### src/rtl/core/dfs_topological_sort_top_macros.svh
// Assertion macros used by the topological sort search sequencer.
// Depends on a clock named clk and a synchronous reset named rst in the using module.
`ifndef DFS_TOPOLOGICAL_SORT_TOP_MACROS_SVH
`define DFS_TOPOLOGICAL_SORT_TOP_MACROS_SVH

// Same-cycle implication, checked outside reset.
`define DFS_ASSERT_NOW(lbl, ante, cons, msg) \
  lbl: assert property (@(posedge clk) disable iff (rst) (ante) |-> (cons)) else $error(msg);

// Next-cycle implication, checked outside reset.
`define DFS_ASSERT_NEXT(lbl, ante, cons, msg) \
  lbl: assert property (@(posedge clk) disable iff (rst) (ante) |=> (cons)) else $error(msg);

`endif

### src/rtl/core/dfs_ts_pkg.sv
// Shared types and constants for the depth-first topological sort.
// No dependencies; used by every module of the block.
package dfs_ts_pkg;

  localparam int DEF_MAX_NODES = 64;
  localparam int DEF_MAX_EDGES = 256;
  localparam int VTX_W         = 7;
  localparam logic [VTX_W-1:0] NODE_COUNT_RST = 7'd64;

  localparam logic CMD_ADD = 1'b0;
  localparam logic CMD_RUN = 1'b1;

  typedef logic [VTX_W-1:0] vtx_t;

  // Requests from the search sequencer to the edge store.
  typedef struct packed {
    logic node_rd;
    logic edge_rd;
    logic clear;
  } graph_req_t;

  typedef enum logic [3:0] {
    S_IDLE,
    S_ROOT,
    S_LOAD,
    S_TOP,
    S_POP,
    S_EDGE,
    S_MARK,
    S_EMIT_RD,
    S_EMIT_WR,
    S_CYCLE
  } srch_state_t;

endpackage

### src/rtl/core/dfs_ts_graph.sv
// Edge store: per-vertex adjacency lists kept in arrival order in synchronous memories.
// Depends on dfs_ts_pkg.
module dfs_ts_graph #(
  parameter int MAX_NODES = dfs_ts_pkg::DEF_MAX_NODES,
  parameter int MAX_EDGES = dfs_ts_pkg::DEF_MAX_EDGES,
  localparam int NW  = $clog2(MAX_NODES),
  localparam int EW  = (MAX_EDGES > 1) ? $clog2(MAX_EDGES) : 1,
  localparam int EPW = $clog2(MAX_EDGES + 1)
) (
  input  logic                   clk,
  input  logic                   rst,
  input  logic                   add_en,
  input  dfs_ts_pkg::vtx_t       add_src,
  input  dfs_ts_pkg::vtx_t       add_dst,
  input  dfs_ts_pkg::graph_req_t req,
  input  logic [NW-1:0]          node_addr,
  input  logic [EW-1:0]          edge_addr,
  output logic                   head_vld,
  output logic [EW-1:0]          head_edge,
  output logic [EW-1:0]          tail_edge,
  output logic [NW-1:0]          edge_target,
  output logic [EW-1:0]          edge_link,
  output logic                   overflow
);
  import dfs_ts_pkg::*;

  logic [NW-1:0] tgt_mem  [MAX_EDGES];
  logic [EW-1:0] link_mem [MAX_EDGES];
  logic [EW-1:0] head_mem [MAX_NODES];
  logic [EW-1:0] tail_mem [MAX_NODES];

  logic [MAX_NODES-1:0] head_valid;
  logic [EPW-1:0]       edge_total;
  logic                 patch_en;
  logic [EW-1:0]        patch_edge;

  logic          src_ok, dst_ok, full, do_add, set_ovf;
  logic [NW-1:0] src_idx, dst_idx, tail_addr;
  logic [EW-1:0] new_edge;

  assign src_ok   = (add_src != '0) && (add_src <= VTX_W'(MAX_NODES));
  assign dst_ok   = (add_dst != '0) && (add_dst <= VTX_W'(MAX_NODES));
  assign full     = (edge_total == EPW'(MAX_EDGES));
  assign do_add   = add_en && src_ok && dst_ok && !full;
  assign set_ovf  = add_en && src_ok && dst_ok && full;
  assign src_idx  = NW'(add_src - VTX_W'(1));
  assign dst_idx  = NW'(add_dst - VTX_W'(1));
  assign new_edge = edge_total[EW-1:0];
  assign tail_addr = do_add ? src_idx : node_addr;

  // Control state.
  always_ff @(posedge clk) begin
    if (rst) begin
      head_valid <= '0;
      edge_total <= '0;
      overflow   <= 1'b0;
      patch_en   <= 1'b0;
    end else begin
      patch_en <= do_add && head_valid[src_idx];
      if (req.clear) begin
        head_valid <= '0;
        edge_total <= '0;
        overflow   <= 1'b0;
      end else begin
        if (do_add) begin
          head_valid[src_idx] <= 1'b1;
          edge_total          <= edge_total + EPW'(1);
        end
        if (set_ovf) overflow <= 1'b1;
      end
    end
  end

  always_ff @(posedge clk) begin
    if (do_add) patch_edge <= new_edge;
    if (req.node_rd) head_vld <= head_valid[node_addr];
  end

  // Target memory.
  always_ff @(posedge clk) begin
    if (do_add) tgt_mem[new_edge] <= dst_idx;
    if (req.edge_rd) edge_target <= tgt_mem[edge_addr];
  end

  // Link memory: the old tail read at add time is patched in the next cycle.
  always_ff @(posedge clk) begin
    if (patch_en) link_mem[tail_edge] <= patch_edge;
    if (req.edge_rd) edge_link <= link_mem[edge_addr];
  end

  always_ff @(posedge clk) begin
    if (do_add && !head_valid[src_idx]) head_mem[src_idx] <= new_edge;
    if (req.node_rd) head_edge <= head_mem[node_addr];
  end

  always_ff @(posedge clk) begin
    if (do_add) tail_mem[src_idx] <= new_edge;
    if (do_add || req.node_rd) tail_edge <= tail_mem[tail_addr];
  end

endmodule

### config.mk
export PLATFORM = sky130hd
export DESIGN_NAME = dfs_ts_graph
export DESIGN_NICKNAME = d
export VERILOG_FILES = /design/src/rtl/core/dfs_topological_sort_top_macros.svh /design/src/rtl/core/dfs_ts_pkg.sv /design/src/rtl/core/dfs_ts_graph.sv
export SDC_FILE = /design/constraint.sdc
export NUM_CORES = 2
export LEC_CHECK = 0
export BUFFER_PORTS_ARGS = -buffer_cell sky130_fd_sc_hd__buf_2
export CORE_MARGIN = 4
export CORE_UTILIZATION = 57
export DETAILED_ROUTE_END_ITERATION = 10
export GPL_ROUTABILITY_DRIVEN = 0
export PLACE_DENSITY = 0.8
export SYNTH_ARGS = -nofsm -noshare
export SYNTH_HDL_FRONTEND = slang
export SYNTH_MEMORY_MAX_BITS = 65536
export SYNTH_SLANG_ARGS = --single-unit
### constraint.sdc
create_clock -name clk -period 13.6 [get_ports clk]
set_input_delay 2.04 -clock clk [delete_from_list [all_inputs] [get_ports clk]]
set_output_delay 2.04 -clock clk [all_outputs]
set_load 0.05 [all_outputs]
[Yosys cells after proc, flatten, opt, wreduce, memory -nomap -nowiden]
Memories as Yosys holds them, arrays and structs flattened. A register that Yosys moved wholly into a read port is not among the register bits.
Index checks and enable logic that the tools add are counted.
Widths: inputs -> output; s select.
Operators by class
  bitwise gates (word level): 1
  multiplexer cells: 13
  order comparisons: 5
  add/sub/neg operators: 3
  eq/ne operators: 1
  reductions and logical operators: 15
Operator list (count)
  $or 64x64->64: 1
  $le 7x7->1 const B: 2
  $lt 6x7->1 const B: 2
  $reduce_bool 7->1: 2
  $bmux 1 s6: 2
  $sub 6x1->6 const B: 2
  $add 9x1->9 const B: 1
  $eq 9x9->1 const B: 1
  $logic_and 1x1->1: 9
  $mux 1: 9
  $demux 1 s6: 1
  $ge 6x1->1 const B: 1
  $mux 6: 1
  $logic_not 1->1: 2
  $reduce_or 2->1: 1
  $logic_or 1x1->1: 1
Word-level totals
  output and inout port bits: 32
  word-level logic and storage cells: 48
  memories: 4
  flip-flop bits (word level): 84
  bits of input ports: 34
  RAM bits: 4608
Memory list
  link_mem: depth 256, bits a word 8, read ports 1, clocked after Yosys merged registers in 1, wr ports 1, RTL line dfs_ts_graph.sv:28  | logic [EW-1:0] link_mem [MAX_EDGES];
  tgt_mem: depth 256, bits a word 6, read ports 1, clocked after Yosys merged registers in 1, wr ports 1, RTL line dfs_ts_graph.sv:27  | logic [NW-1:0] tgt_mem [MAX_EDGES];
  head_mem: depth 64, bits a word 8, read ports 1, clocked after Yosys merged registers in 1, wr ports 1, RTL line dfs_ts_graph.sv:29  | logic [EW-1:0] head_mem [MAX_NODES];
  tail_mem: depth 64, bits a word 8, read ports 1, clocked after Yosys merged registers in 1, wr ports 1, RTL line dfs_ts_graph.sv:30  | logic [EW-1:0] tail_mem [MAX_NODES];

[Logic depth before layout (Yosys ltp)]
  word-level depth: 8
  depth in mapped cells: 19
  gate-level depth less buffers: 13

[Worst setup path before layout]
No wires, ideal clock.
  kind: in2reg
  from: in add_dst[0]
  to: mem tgt_mem[0][4] (netlist bit), data pin
  required time: 11.942 ns
  buffers on the path: 0
  setup time: 1.658 ns
  arrival: 12.973 ns
  stages: 5
  slack: -1.031 ns
  path through: inv_1 ha_1 inv_1 or3_1 xnor2_1
Between the ends
  word-level cells in the longest chain between the ends: 1
RTL lines
  from (decl): RTL line dfs_ts_graph.sv:14  | input dfs_ts_pkg::vtx_t add_dst,
  $sub 6x1->6: RTL line dfs_ts_graph.sv:47  | assign dst_idx = NW'(add_dst - VTX_W'(1));
  net dst_idx[4]: RTL line dfs_ts_graph.sv:38  | logic [NW-1:0] src_idx, dst_idx, tail_addr;
  to (decl): RTL line dfs_ts_graph.sv:27
The timed path passes the listed nets, and every way through them passes these cells.

[Worst setup path after layout]
  from: in add_dst[0]
  to: reg tail_edge[1] (read register of tail_mem), data pin
Between the ends
  word-level cells in the longest chain between the ends: 5
  elaborated cells on any way between the ends: 7
  classes of those cells: 1 x order compare; 1 x mux; 5 x reduce/logical
RTL lines
  $le 7x7->1 / $reduce_bool 7->1 (equally long branches): RTL line dfs_ts_graph.sv:42  | assign dst_ok = (add_dst != '0) && (add_dst <= VTX_W'(MAX_NODES));
  $logic_and 1x1->1 (*): RTL line dfs_ts_graph.sv:42
  $logic_and 1x1->1 (*) (2 in series): RTL line dfs_ts_graph.sv:44  | assign do_add = add_en && src_ok && dst_ok && !full;
  $mux 6 / $logic_or 1x1->1 (equally long branches): RTL line dfs_ts_graph.sv:49, dfs_ts_graph.sv:98
  to (decl): RTL line dfs_ts_graph.sv:20  | output logic [EW-1:0] tail_edge,
Every way passes the cells marked *; elsewhere a longest branch is shown, timed or not.
A chain may end at the register's enable or synchronous reset.

==> impl_metrics.sql <==
INSERT INTO impl_metrics (metric_group, metric, value, unit) VALUES
('worst_setup_path', 'timing_worst_setup_path_type', 'primary input to flip-flop', ''),
('clocking', 'cts_tree', 'done', ''),
('power', 'leakage', '63.19', 'nW'),
('routing', 'dr_total_vias', '93280', ''),
('final_layout', 'leading_cell_type_in_the_layout_fill_and_taps_excluded', 'edfxtp_1', ''),
('floorplanning', 'die_h', '574.2', 'µm'),
('worst_setup_path', 'critical_path_peak_fanout', '103', ''),
('yosys', 'syn-instance-count', '8219', ''),
('placement', 'hpwlAfterDp', '251300', 'µm'),
('sta', 'report.final.slew_viol_count', '60', ''),
('floorplanning', 'chipWidth', '574.2', 'µm'),
('sta', 'final_setup_violating_endpoints', '0', ''),
('routing', 'drt-pass1-iter-count', '9', ''),
('outcome', 'run_status', 'finished with violations', ''),
('power', 'cellPowerDensity', '147.5', 'nW/µm²'),
('clocking', 'clock_insertion_delay_at_the_later_pin_of_the_skew_report', '1.03', 'ns'),
('final_layout', 'layout_common_cells', 'edfxtp_1, mux4_2, nor2_1', ''),
('worst_setup_path', 'worstPathArrival', '7.50', 'ns'),
('yosys', 'post_synth.cell_area_avg', '22.23', 'µm²'),
('clocking', 'clockBufferDepth', '4', ''),
('placement', 'dpl.cell_count', '12130', ''),
('worst_setup_path', 'slowest_stage_cell_cp', 'buf_4', ''),
('floorplanning', 'core_area', '318600', 'µm²'),
('sta', 'totalNegativeSetupSlack', '0', 'ns'),
('final_layout', 'finalNetCount', '8435', ''),
('worst_setup_path', 'cp_data_required_time', '14.33', 'ns'),
('yosys', 'ys_types', '66', ''),
('yosys', 'netlist.top_cell.by_area', 'edfxtp_1', ''),
('yosys', 'synth.ff_latch_count', '4722', ''),
('grt', 'globalRouteTotalUtil', '0.2989', ''),
('placement', 'placement.io_buffers', '65', ''),
('sta', 'worst-slew-pin-transition', '1.523', 'ns'),
('sta', 'postLayoutSetupSlackWorst', '6.834', 'ns'),
('yosys', 'number_of_flops_mapped_to_enable_cells_by_yosys', '4647', ''),
('routing', 'detail_route.vias_per_cell', '7.190', ''),
('clocking', 'numClockSinks', '4722', ''),
('worst_setup_path', 'cpLargestDelayFamily', 'simple AND/OR/NAND/NOR gates', ''),
('final_layout', 'layout.cells.non_filler', '12970', ''),
('floorplanning', 'fp-row-count', '207', ''),
('worst_setup_path', 'timing.critical_path.from_type', 'primary input', ''),
('clocking', 'cts.htree.levels', '5', ''),
('sta', 'finalHoldViolations', '0', ''),
('final_layout', 'filler_cell_count', '18920', ''),
('routing', 'detailed_route_wire_length_per_cell', '38.13', 'µm'),
('outcome', 'violated_checks', 'slew limit', ''),
('run', 'timing.max_cap.violations', '0', ''),
('worst_setup_path', 'cp-end-kind', 'flip-flop', ''),
('grt', 'antenna_found_initial', '43', ''),
('worst_setup_path', 'worstPathCellList', 'buf_2 > inv_8 > ha_1 > inv_1 > or4_1 > o211a_1 > nand2_2 > inv_2 > buf_4 > o21ai_4 > buf_4 > nand2_2 > o221ai_1 > a31oi_1 > or4_1', ''),
('grt', 'first_global_vias', '93940', ''),
('sta', 'clock.fmax', '147.8', 'MHz'),
('sta', 'worst_slew_margin_rel', '-0.01544', ''),
('floorplanning', 'dieArea', '329700', 'µm²'),
('yosys', 'synth.net_count', '8259', ''),
('routing', 'postRouteAntennaNets', '0', ''),
('sta', 'setup_repair_after_global_routing_missed_its_margin', 'false', ''),
('yosys', 'dominantRegCellSynth', 'edfxtp_1', ''),
('clocking', 'cts_hold_buf', '0', ''),
('yosys', 'yosys_warnings', '0', ''),
('clocking', 'clkSlewWorstSetupHoldPaths', '0.07', 'ns'),
('routing', 'drt_iter0_drc', '17130', ''),
('min_path', 'timing.hold.worst.class', 'flip-flop to flip-flop', ''),
('yosys', 'ffs_w_async_s_r_synth', '0', ''),
('worst_setup_path', 'critPathMaxStageDelay', '0.81', 'ns'),
('routing', 'drc', '0', ''),
('clocking', 'cts_post_setup_buffers_inserted', '0', ''),
('clocking', 'ctsResizeCount', '0', ''),
('power', 'ir_worst_vdd', '0.0001583', 'V'),
('grt', 'grt_remaining_overflow', '0', ''),
('clocking', 'cts-buffers-inserted', '440', ''),
('grt', 'maximum_number_of_pins_on_one_net_before_global_route_repair', '249', '');
==> power breakdown <==
group	leakage, nW	switching (W)	internal, W
Clock	7.02	0.00569	0.00694
Sequential	44.1	0.0000319	0.0159
Combinational	12.0	0.000839	0.000443
Total	63.2	0.00656	0.0233
==> layer usage <==
| metal | global-route usage | wire length (µm) | vias to the layer above | part of all wire |
|---|---|---|---|---|
| met5 | 0 | 214 | - | 0.00043 |
| met4 | 0.1122 | 23470 | 28 | 0.047 |
| met3 | 0.07090 | 62220 | 1451 | 0.13 |
| met2 | 0.4811 | 243700 | 8445 | 0.49 |
| met1 | 0.4044 | 165100 | 48460 | 0.33 |
| li1 | - | - | 34890 | - |
==> cells by family (layout without fill, tap and decap cells) <==
family	Yosys count	after routing	share of synthesized area
adder cells (fa/ha/maj)	6	6	0.0004109
flip-flops	4722	4722	0.7719
XOR/XNOR	19	19	0.0009108
buffers and inverters	498	1047	0.01120
other	0	24	0
AO/OA/AOI/OAI	273	273	0.01066
AND/OR/NAND/NOR	1176	1176	0.02686
multiplexers	1525	1525	0.1780
==> Yosys cell counts, types with 5 or more instances <==
cell type / instances
o21ai_0: 21
buf_4: 15
a222oi_1: 6
nor2b_1: 13
and4_1: 6
edfxtp_1: 4647
xnor2_1: 8
a22oi_1: 12
dfxtp_1: 75
nor3_1: 84
a31oi_1: 12
o31a_1: 6
ha_1: 6
xor2_1: 11
a21oi_1: 32
buf_1: 74
clkbuf_1: 325
o21a_1: 66
mux4_2: 1379
nand3_1: 97
inv_1: 10
nand4_1: 35
buf_6: 5
a211oi_1: 7
buf_2: 67
nor2_1: 624
o22ai_1: 46
mux2i_1: 142
a221oi_1: 6
a32oi_1: 36
nand2_1: 280
==> metrics by stage <==
| stage | hold WS (ns) | utilization | total power [W] |
|---|---|---|---|
| 2_1_floorplan | 0.4523 | - | 0.01707 |
| 3_3_place_gp | 0.4685 | 0.5895 | 0.01743 |
| 3_5_place_dp | 0.4608 | 0.5895 | 0.01747 |
| 4_1_cts | 0.4897 | 0.6349 | 0.02985 |
| 5_1_grt | 0.5192 | 0.6351 | 0.03055 |
| 6_report | 0.4885 | 0.6353 | 0.02985 |
==> path summary, 6_finish.rpt <==
check | from | endpoint | slack [ns] | cells past startpoint
setup / recovery | add_dst[0] | tail_edge[1] | 6.83 | 15
hold / removal | overflow | overflow | 0.49 | 2
setup reg to reg | edge_total[4] | tail_edge[1] | 7.34 | 13
hold reg to reg | overflow | overflow | 0.49 | 2
==> state kept, by name, indices dropped and copies added (netlist names), 6 cells and up <==
| name | cells |
|---|---|
| head_edge | 8 |
| edge_target | 6 |
| edge_link | 8 |
| link_mem | 2048 |
| tail_mem | 512 |
| tgt_mem | 1536 |
| patch_edge | 8 |
| edge_total | 9 |
| head_valid | 64 |
| tail_edge | 8 |
| head_mem | 512 |
==> layout make-up <==
type                       count  area, µm²  share of cell area
inverter                      12      60.06           0.0002968
tap                         4180       5230             0.02584
clock inverter               283       2988             0.01476
multi-input combinational   2999      39830              0.1968
clock buffer                 532      11480             0.05673
sequential                  4722     141100              0.6971
antenna                       24      60.06           0.0002968
timing repair buffer         220       1653            0.008167
==> worst register-to-register path, cell delays in order (launching register included) <==
cell and delay, ns:
dfxtp_4 0.53, nor2_1 0.84, nand2_1 0.17, buf_4 0.30, or4_1 0.79, nand2_2 0.38, inv_2 0.10, buf_4 0.31
o21ai_4 0.18, buf_4 0.81, nand2_2 0.65, o221ai_1 0.33, a31oi_1 0.16, or4_1 0.49
Note: power is estimated with default switching activity, not from simulation.
