<file path="src/rtl/core/dfs_topological_sort_top_macros.svh">
// Assertion macros used by the topological sort search sequencer.
// Depends on a clock named clk and a synchronous reset named rst in the using module.
`ifndef DFS_TOPOLOGICAL_SORT_TOP_MACROS_SVH
`define DFS_TOPOLOGICAL_SORT_TOP_MACROS_SVH

// Same-cycle implication, checked outside reset.
`define DFS_ASSERT_NOW(lbl, ante, cons, msg) \
  lbl: assert property (@(posedge clk) disable iff (rst) (ante) |-> (cons)) else $error(msg);

// Next-cycle implication, checked outside reset.
`define DFS_ASSERT_NEXT(lbl, ante, cons, msg) \
  lbl: assert property (@(posedge clk) disable iff (rst) (ante) |=> (cons)) else $error(msg);

`endif

</file>
<file path="src/rtl/core/dfs_ts_pkg.sv">
// Shared types and constants for the depth-first topological sort.
// No dependencies; used by every module of the block.
package dfs_ts_pkg;

  localparam int DEF_MAX_NODES = 64;
  localparam int DEF_MAX_EDGES = 256;
  localparam int VTX_W         = 7;
  localparam logic [VTX_W-1:0] NODE_COUNT_RST = 7'd64;

  localparam logic CMD_ADD = 1'b0;
  localparam logic CMD_RUN = 1'b1;

  typedef logic [VTX_W-1:0] vtx_t;

  // Requests from the search sequencer to the edge store.
  typedef struct packed {
    logic node_rd;
    logic edge_rd;
    logic clear;
  } graph_req_t;

  typedef enum logic [3:0] {
    S_IDLE,
    S_ROOT,
    S_LOAD,
    S_TOP,
    S_POP,
    S_EDGE,
    S_MARK,
    S_EMIT_RD,
    S_EMIT_WR,
    S_CYCLE
  } srch_state_t;

endpackage

</file>
<file path="src/rtl/core/dfs_ts_search.sv">
// Depth-first search sequencer with walk stack, visit marks, finish order and result register.
// Depends on dfs_ts_pkg and dfs_topological_sort_top_macros.svh.
`include "dfs_topological_sort_top_macros.svh"
module dfs_ts_search #(
  parameter int MAX_NODES = dfs_ts_pkg::DEF_MAX_NODES,
  parameter int MAX_EDGES = dfs_ts_pkg::DEF_MAX_EDGES,
  localparam int NW = $clog2(MAX_NODES),
  localparam int EW = (MAX_EDGES > 1) ? $clog2(MAX_EDGES) : 1
) (
  input  logic                   clk,
  input  logic                   rst,
  input  logic                   start,
  input  logic [NW:0]            n_eff,
  input  logic                   dropped_in,
  output logic                   busy,
  output dfs_ts_pkg::graph_req_t req,
  output logic [NW-1:0]          node_addr,
  output logic [EW-1:0]          edge_addr,
  input  logic                   head_vld,
  input  logic [EW-1:0]          head_edge,
  input  logic [EW-1:0]          tail_edge,
  input  logic [NW-1:0]          edge_target,
  input  logic [EW-1:0]          edge_link,
  output logic                   out_valid,
  input  logic                   out_stall,
  output dfs_ts_pkg::vtx_t       vertex,
  output logic                   cycle_found,
  output logic                   edges_dropped,
  output logic                   last
);
  import dfs_ts_pkg::*;

  typedef struct packed {
    logic [NW-1:0] node;
    logic [EW-1:0] edge_ptr;
    logic [EW-1:0] tail;
    logic          has;
  } frame_t;

  frame_t        stack_mem [MAX_NODES];
  logic          done_mem  [MAX_NODES];
  logic [NW-1:0] order_mem [MAX_NODES];

  srch_state_t state, state_next;
  logic [NW:0]   n_q, root, sp, fc;
  logic [NW-1:0] ld_node, idx;
  logic          dropped_q;
  frame_t        top, stack_q;
  logic          done_q;
  logic [NW-1:0] order_q;
  logic [MAX_NODES-1:0] visit_valid;

  logic          out_free, tgt_in, visited, is_open;
  logic [NW-1:0] root_idx;

  // Memory port controls.
  logic          stk_we, stk_re, done_we, done_val, done_re, ord_we, ord_re, mark_set;
  logic [NW-1:0] stk_waddr, stk_raddr, done_addr, mark_addr;

  assign root_idx = root[NW-1:0];
  assign out_free = !out_valid || !out_stall;
  assign tgt_in   = {1'b0, edge_target} < n_q;
  assign visited  = visit_valid[edge_target];
  assign is_open  = visited && !done_q;
  assign busy     = (state != S_IDLE);

  always_comb begin
    state_next = state;
    unique case (state)
      S_IDLE:    if (start) state_next = S_ROOT;
      S_ROOT: begin
        if (root == n_q) state_next = S_EMIT_RD;
        else if (!visit_valid[root_idx]) state_next = S_LOAD;
      end
      S_LOAD:    state_next = S_TOP;
      S_TOP: begin
        if (top.has) state_next = S_EDGE;
        else if (sp == (NW+1)'(1)) state_next = S_ROOT;
        else state_next = S_POP;
      end
      S_POP:     state_next = S_TOP;
      S_EDGE:    state_next = tgt_in ? S_MARK : S_TOP;
      S_MARK: begin
        if (is_open) state_next = S_CYCLE;
        else if (!visited) state_next = S_LOAD;
        else state_next = S_TOP;
      end
      S_EMIT_RD: state_next = S_EMIT_WR;
      S_EMIT_WR: begin
        if (out_free) state_next = (idx == '0) ? S_IDLE : S_EMIT_RD;
      end
      S_CYCLE:   if (out_free) state_next = S_IDLE;
      default:   state_next = S_IDLE;
    endcase
  end

  always_comb begin
    req       = '0;
    node_addr = root_idx;
    edge_addr = top.edge_ptr;
    stk_we    = 1'b0;
    stk_re    = 1'b0;
    stk_waddr = NW'(sp - (NW+1)'(1));
    stk_raddr = NW'(sp - (NW+1)'(2));
    done_we   = 1'b0;
    done_val  = 1'b0;
    done_re   = 1'b0;
    done_addr = top.node;
    ord_we    = 1'b0;
    ord_re    = 1'b0;
    mark_set  = 1'b0;
    mark_addr = root_idx;
    unique case (state)
      S_ROOT: begin
        if (root != n_q && !visit_valid[root_idx]) begin
          req.node_rd = 1'b1;
          mark_set    = 1'b1;
          done_we     = 1'b1;
          done_addr   = root_idx;
        end
      end
      S_TOP: begin
        if (top.has) begin
          req.edge_rd = 1'b1;
        end else begin
          done_we  = 1'b1;
          done_val = 1'b1;
          ord_we   = (fc != (NW+1)'(MAX_NODES));
          stk_re   = (sp != (NW+1)'(1));
        end
      end
      S_EDGE: begin
        done_re   = tgt_in;
        done_addr = edge_target;
      end
      S_MARK: begin
        if (!visited) begin
          stk_we      = 1'b1;
          req.node_rd = 1'b1;
          node_addr   = edge_target;
          mark_set    = 1'b1;
          mark_addr   = edge_target;
          done_we     = 1'b1;
          done_addr   = edge_target;
        end
      end
      S_EMIT_RD: ord_re = 1'b1;
      S_EMIT_WR: req.clear = out_free && (idx == '0);
      S_CYCLE:   req.clear = out_free;
      default: ;
    endcase
  end

  always_ff @(posedge clk) begin
    if (rst) state <= S_IDLE;
    else state <= state_next;
  end

  // Sequencer registers and visit bits.
  always_ff @(posedge clk) begin
    if (rst) begin
      visit_valid <= '0;
      out_valid   <= 1'b0;
    end else begin
      if (req.clear) visit_valid <= '0;
      else if (mark_set) visit_valid[mark_addr] <= 1'b1;
      if (req.clear || (state == S_EMIT_WR && out_free)) out_valid <= 1'b1;
      else if (!out_stall) out_valid <= 1'b0;
    end
  end

  always_ff @(posedge clk) begin
    unique case (state)
      S_IDLE: begin
        if (start) begin
          n_q       <= n_eff;
          dropped_q <= dropped_in;
          root      <= '0;
          sp        <= '0;
          fc        <= '0;
        end
      end
      S_ROOT: begin
        if (root != n_q && !visit_valid[root_idx]) begin
          ld_node <= root_idx;
          sp      <= (NW+1)'(1);
        end else if (root != n_q) begin
          root <= root + (NW+1)'(1);
        end
        idx <= NW'(fc - (NW+1)'(1));
      end
      S_LOAD: begin
        top.node     <= ld_node;
        top.has      <= head_vld;
        top.edge_ptr <= head_edge;
        top.tail     <= tail_edge;
      end
      S_TOP: begin
        if (!top.has) begin
          if (fc != (NW+1)'(MAX_NODES)) fc <= fc + (NW+1)'(1);
          sp <= sp - (NW+1)'(1);
          if (sp == (NW+1)'(1)) root <= root + (NW+1)'(1);
        end
      end
      S_POP: top <= stack_q;
      S_EDGE: begin
        top.has      <= (top.edge_ptr != top.tail);
        top.edge_ptr <= edge_link;
      end
      S_MARK: begin
        if (!visited) begin
          ld_node <= edge_target;
          sp      <= sp + (NW+1)'(1);
        end
      end
      S_EMIT_WR: begin
        if (out_free) begin
          vertex        <= VTX_W'(order_q) + VTX_W'(1);
          cycle_found   <= 1'b0;
          edges_dropped <= dropped_q;
          last          <= (idx == '0);
          idx           <= idx - NW'(1);
        end
      end
      S_CYCLE: begin
        if (out_free) begin
          vertex        <= '0;
          cycle_found   <= 1'b1;
          edges_dropped <= dropped_q;
          last          <= 1'b1;
        end
      end
      default: ;
    endcase
  end

  // Walk stack memory; the top frame lives in registers.
  always_ff @(posedge clk) begin
    if (stk_we) stack_mem[stk_waddr] <= top;
    if (stk_re) stack_q <= stack_mem[stk_raddr];
  end

  // Finished bit per vertex; meaningful only where the visit bit is set.
  always_ff @(posedge clk) begin
    if (done_we) done_mem[done_addr] <= done_val;
    if (done_re) done_q <= done_mem[done_addr];
  end

  always_ff @(posedge clk) begin
    if (ord_we) order_mem[fc[NW-1:0]] <= top.node;
    if (ord_re) order_q <= order_mem[idx];
  end

  `DFS_ASSERT_NOW(a_cycle_form, out_valid && cycle_found, last && (vertex == '0), "cycle result malformed")
  `DFS_ASSERT_NOW(a_top_nonempty, state == S_TOP, sp != '0, "search frame missing")
  `DFS_ASSERT_NOW(a_fc_bound, state != S_IDLE && state != S_ROOT, fc <= n_q, "finish count beyond vertices")
  `DFS_ASSERT_NEXT(a_clear_idle, req.clear, state == S_IDLE && out_valid, "run did not close")

endmodule

</file>
<file path="config.mk">
export PLATFORM = sky130hd
export DESIGN_NAME = dfs_ts_search
export DESIGN_NICKNAME = d
export VERILOG_FILES = /design/src/rtl/core/dfs_ts_pkg.sv /design/src/rtl/core/dfs_ts_search.sv
export VERILOG_INCLUDE_DIRS = /design/src /design/src/rtl/core
export SDC_FILE = /design/constraint.sdc
export NUM_CORES = 2
export LEC_CHECK = 0
export ABC_AREA = 1
export BUFFER_PORTS_ARGS = -buffer_cell sky130_fd_sc_hd__buf_2
export CAP_MARGIN = 20
export CORE_MARGIN = 8
export CORE_UTILIZATION = 57
export CTS_CLUSTER_SIZE = 10
export DETAILED_ROUTE_END_ITERATION = 7
export PLACE_DENSITY = 0.73
export REMOVE_ABC_BUFFERS = 1
export SLEW_MARGIN = 10
export SYNTH_ARGS = -nofsm -noshare
export SYNTH_HDL_FRONTEND = slang
export SYNTH_SLANG_ARGS = --single-unit
</file>
<file path="constraint.sdc">
create_clock -name clk -period 3.8 [get_ports clk]
set_input_delay 0.19 -clock clk [delete_from_list [all_inputs] [get_ports clk]]
set_output_delay 0.19 -clock clk [all_outputs]
set_load 0.03 [all_outputs]
</file>
# Word-level counts from Yosys, hierarchy flattened
# Memory sizes are Yosys's and may differ from the RTL's. A register that Yosys moved wholly into a read port is not among the register bits.
# Cells that the tools add are included.
[op_classes] order_cmp=5 mux=77 n_mul=0 eq_ne=27 addsub=8 n_reduce_logical=34 div=0 bitwise=1 n_shift=0
[ops] op="7-bit two-way mux" n=12
[ops] op="64-bit OR" n=1
[ops] op="6-bit two-way mux" n=7
[ops] op="4-bit one-hot mux with 9 select lines" n=1
[ops] op="6-bit one-hot mux with 2 select lines" n=3
[ops] op="1-bit two-way mux" n=28
[ops] op="7-bit one-hot mux with 2 select lines" n=2
[ops] op="7-bit one-hot mux with 4 select lines" n=1
[ops] op="4-bit two-way mux" n=6
[ops] op="8-bit one-hot mux with 3 select lines" n=1
[ops] op="7-bit by 1-bit adder with 7-bit output, second input constant" n=3
[ops] op="6-bit by 7-bit < comparator with 1-bit output, second input constant" n=3
[ops] op="7-bit one-hot mux with 3 select lines" n=1
[ops] op="2-bit inequality test, second input constant" n=10
[ops] op="6-bit one-hot mux with 3 select lines" n=1
[ops] op="4-bit by 3-bit equality test with 1-bit output, second input constant" n=4
[ops] op="8-bit one-hot mux with 2 select lines" n=1
[ops] op="1-bit binary-select mux with 6-bit select" n=2
[ops] op="3-bit two-way mux" n=4
[ops] op="6-bit by 1-bit subtractor with 6-bit output, second input constant" n=2
[ops] op="2-bit nonzero test" n=5
[ops] op="4-bit by 2-bit equality test with 1-bit output, second input constant" n=2
[ops] op="4-bit equality test, second input constant" n=2
[ops] op="8-bit inequality test" n=1
[ops] op="29 further kinds" n=49
[totals] rom_bits=0 latchBits=0 elab_cells=173 output_inout_bits=29 mem_bits_rw=1920 memories=3 regBits=143
[mem_list] name="stack_mem" words=64 word_bits=23 rd=1 rd_clocked_by_memory_dff=1 wr=1 line_no="dfs_ts_search.sv:40" text="frame_t stack_mem [MAX_NODES];"
[mem_list] name="order_mem" words=64 word_bits=6 rd=1 rd_clocked_by_memory_dff=1 wr=1 line_no="dfs_ts_search.sv:42" text="logic [NW-1:0] order_mem [MAX_NODES];"
[mem_list] name="done_mem" words=64 word_bits=1 rd=1 rd_clocked_by_memory_dff=1 wr=1 line_no="dfs_ts_search.sv:41" text="logic done_mem [MAX_NODES];"

# Logic depth before layout (Yosys ltp)
[logic_depth] word_depth=9 ltp_mapped=27

# Worst setup path before layout
# No wires, ideal clock.
[synth_path] path_type="register to register" start="register top[0] (netlist name)" end="register stack_q[0] (netlist name)" slack_ps=-436 setup_ps=403 path_buffers=0 synth_period_minus_slack_ps=4236 t_arrival_ps=3833 path_stages_with_launch=4 path_cell_list="edfxtp_1 > nor2_1 > inv_1 > nor2_1"
[synth_via] elab_chain_len=2
[synth_lines] item="start, declared" line_no="dfs_ts_search.sv:48" text="frame_t top, stack_q;"
[synth_lines] item="start signal, assigned" line_no="dfs_ts_search.sv:205" text="S_POP: top <= stack_q;"
[synth_lines] item="1-bit two-way mux" line_no="dfs_ts_search.sv:123" text="if (top.has) begin"
[synth_lines] item="1-bit two-way mux" line_no="dfs_ts_search.sv:113" text="unique case (state)"
[synth_lines] item="named net stk_re" line_no="dfs_ts_search.sv:57" text="logic stk_we, stk_re, done_we, done_val, done_re, ord_we, ord_re, mark_set;"
# The timed path passes the listed nets, and every way through them passes these cells.
# A chain may end at the register's enable or synchronous reset.

# Worst setup path after layout
[layout_path] start="register sp[3]" end="register stack_q[19] (netlist name)"
[layout_via] elab_chain_len=3 elab_cells_between_ends=4 classes_between="add/sub: 1; eq/ne: 1; mux: 2"
[layout_lines] item="start, declared" line_no="dfs_ts_search.sv:45" text="logic [NW:0] n_q, root, sp, fc;"
[layout_lines] item="start signal, assigned" line_no="dfs_ts_search.sv:186" text="sp <= (NW+1)'(1);"
[layout_lines] item="start signal, assigned" line_no="dfs_ts_search.sv:201" text="sp <= sp - (NW+1)'(1);"
[layout_lines] item="start signal, assigned" line_no="dfs_ts_search.sv:213" text="sp <= sp + (NW+1)'(1);"
[layout_lines] item="parallel branches: the longest is 3 deep, another holds 6-bit by 2-bit subtractor with 6-bit output"
# Several ways; the timed one is not identified.

==> impl_metrics.ini <==
[worst_hold_path]
hold_class = input pin to flop

[synth]
synth.largest_area_cell = edfxtp_1
synthTopCellsByCount = edfxtp_1 (2024), nor2_1 (1511), o21ai_0 (1186), o22ai_1 (512), nand2_1 (441)
ys.warnings.count = 0
async_flop_share_pct = 0
synth_top_area_share_pct = 71.55
synth_top_flop_cell = edfxtp_1
synthCells = 7000
synthDistinctLibCells = 52
syn_avg_cell_area_um2 = 12.13
synth.most_common_cell = edfxtp_1
ys_ff_latch = 2093
syn_area_mm2 = 0.08494
ys_seq_area_share_pct = 73.18
synthTopCellsByArea = edfxtp_1 (72%), o21ai_0 (7.0%), nor2_1 (6.7%), o22ai_1 (3.8%), nand2_1 (1.9%)
synth_enable_flop_cells = 2024

[sta]
post-route-period-util_pct = 92.74
tightest_slew_ns = 1.086
setup_viol = 0
period_needed_ns = 3.524
timing_hold_violations_final = 0
skew_ns = 0.05665
max_freq_mhz = 283.8
maxSlewHeadroom_pct = 27.63
rsz0062_at_grt = no
fin_setup_tns_ns = 0
report.final.slew_viol_count = 0

[power_and_ir_drop]
power_frac_comb_pct = 37.2
power.switching_mw = 28.81
switching_share_pct = 39.01
leakagePower_nw = 31.50
intPower_mw = 45.05
peakVddDrop_v = 0.001060
clkPwrFrac_pct = 26.2
p_per_area_mw_per_mm2 = 769.5
power_frac_seq_pct = 36.6

[worst_setup_path]
path_max_fanout = 19
cpPeakStageDelay_ns = 0.59
startpoint_type = flop
endpoint_kind = flop
critPathArrivalTime_ns = 4.08
slowest_stage = o21ai_0
crit_chain = nor2_1 > nand2_1 > xor2_4 > inv_2 > buf_4 > buf_4 > o21ai_0 > o21ai_0
worst-endpoint-required_ns = 4.35
crit_type = flop to flop

[route]
vias = 58580
dr.first_iter.drc_count = 8316
drtAntennaViolNets = 0
wl_per_cell_um = 25.79
drc = 0
wirelength_mm = 235.8
first_pass_iters = 6
drt-vias-per-instance = 6.405

[floorplanning]
io_pins = 72
floorplan.rows = 141
initial_utilization_pct = 57.46
die-height_um = 402.0
dieArea_mm2 = 0.1616
die_w_um = 402.0
placeableCoreArea_mm2 = 0.1478

[placed_design]
io_buffer_count = 71
routabilityCongestion = 0.9129
post_dp_cell_area_mm2 = 0.08936
place_hpwl_mm = 136.0

[final_layout]
final_cell_area_mm2 = 0.09597
area_growth_syn_to_layout_pct = 12.99
drive_gt1_share_pct = 9.997
nNetsFinal = 7221
fillers = 10610

[global_routing]
grt_max_degree = 194
grtUsageTotal_pct = 28.12
grt_overflow = 0
grt_pass1_vias = 55940
grt_pass1_wl_mm = 348.5
antenna_found_initial = 4

[clock_tree]
clock_latency_ns = 0.86
max-clock-path-buffers = 3
htree_levels = 4
post_cts_buffers = 0
cts.sinks = 2093
clk_pin_slew_ns = 0.06
cts_root_buffer = clkbuf_16
cts_resized = 0
cts_buffers = 230
cts_hold_buf = 39
cts_tree = yes

[outcome]
status = finished clean

[job]
max_cap_violations = 0
[final timing paths]
check / start / endpoint / slack [ns] / cells past startpoint
worst max-delay path: sp[3] / stack_q[19] / 0.28 / 8
worst max register to register: sp[3] / stack_q[19] / 0.28 / 8
worst min register to register: dropped_q / edges_dropped / 0.44 / 0
worst min-delay path: n_eff[3] / n_q[3] / 0.09 / 2
[critical path, delay by kind of cell, from the launching register on]
kind | cells | cell delay [ns]
AND/OR/NAND/NOR | 2 | 0.46
AO/OA/AOI/OAI | 2 | 0.87
buffers and inverters | 3 | 1.14
flip-flops | 1 | 0.50
XOR/XNOR | 1 | 0.23
[power by group through the flow]
stage / Clock, mW / Combinational [mW] / Sequential [mW]
after floorplan: 0 / 11.3 / 28.7
after global placement: 0 / 26.2 / 27.5
after detailed placement: 0 / 26.6 / 27.5
after CTS: 19.4 / 26.8 / 27.0
after global routing: 20.3 / 29.1 / 27.1
final: 19.3 / 27.5 / 27.1
[registers in the layout, indices dropped and copies added, names as in the netlist, 4 cells and up]
signal       cells
stack_mem     1472
order_mem      384
done_mem        64
visit_valid     64
stack_q         23
top             15
edge_addr        8
fc               7
n_q              7
root             7
sp               7
vertex           7
idx              6
ld_node          6
order_q          6
state            4
[cell families (layout without fill, tap and decap cells)]
family	count (synthesis)	count (layout)	share of synthesized area, %
buffers and inverters	700	912	3.227
other	0	3	0
AND/OR/NAND/NOR	2225	2225	10.42
XOR/XNOR	20	20	0.2062
adder cells (fa/ha/maj)	16	16	0.2357
flip-flops	2093	2093	73.18
AO/OA/AOI/OAI	1946	1946	12.73
[area by class of cell]
type	instances	area (um^2)	share of cell area (%)
antenna	3	7.507	0.007822
clock buffer	263	5953	6.203
clock inverter	19	255.2	0.2660
inverter	246	950.9	0.9908
multi-input combinational	4207	20270	21.12
sequential	2093	62160	64.77
tap	1930	2415	2.516
timing repair buffer	384	3966	4.133
[routing by layer]
layer  share of wire [%]  wire, um  up-vias  global-route usage, %
met5                   0         0        -                      0
met4                 4.1      9614        0                  11.11
met3                  11     26380      614                  5.797
met2                  47    111100     3686                  45.05
met1                  38     88690    28520                  38.10
li1                    -         -    25760                      -
[stage by stage]
step / hold slack [ns] / power, mW / cells / worst slack (ns) / utilization [%]
2_1_floorplan: 0.2591 / 39.96 / 6546 / -27.04 / -
5_1_grt: 0.08342 / 76.49 / 9142 / 0.05049 / 64.91
3_5_place_dp: 0.3692 / 54.11 / 8820 / 0.3397 / 60.44
4_1_cts: 0.05206 / 73.30 / 9141 / 0.3359 / 64.91
3_3_place_gp: 0.3706 / 53.70 / 8820 / 0.3362 / 60.44
6_report: 0.08662 / 73.86 / 9145 / 0.2759 / 64.92
[cells in the final DEF (no fill, tap or decap), types with 22 or more instances in the layout]
| master | netlist | final |
|---|---|---|
| o221ai_1 | 28 | 28 |
| clkbuf_1 | 408 | 29 |
| buf_2 | 20 | 71 |
| o211ai_1 | 29 | 29 |
| dlygate4sd3_1 | 0 | 39 |
| dfxtp_1 | 69 | 69 |
| nor3_1 | 30 | 30 |
| nand2_1 | 441 | 441 |
| edfxtp_1 | 2024 | 2024 |
| clkbuf_16 | 0 | 233 |
| nor2_1 | 1511 | 1443 |
| o21ai_0 | 1186 | 1186 |
| nand3_1 | 178 | 178 |
| a21oi_1 | 101 | 101 |
| o22ai_1 | 512 | 512 |
| buf_12 | 0 | 93 |
| o32ai_1 | 22 | 22 |
| buf_4 | 15 | 181 |
| nor2_2 | 8 | 75 |
| inv_1 | 229 | 225 |
(Power assumes the default switching activity.)
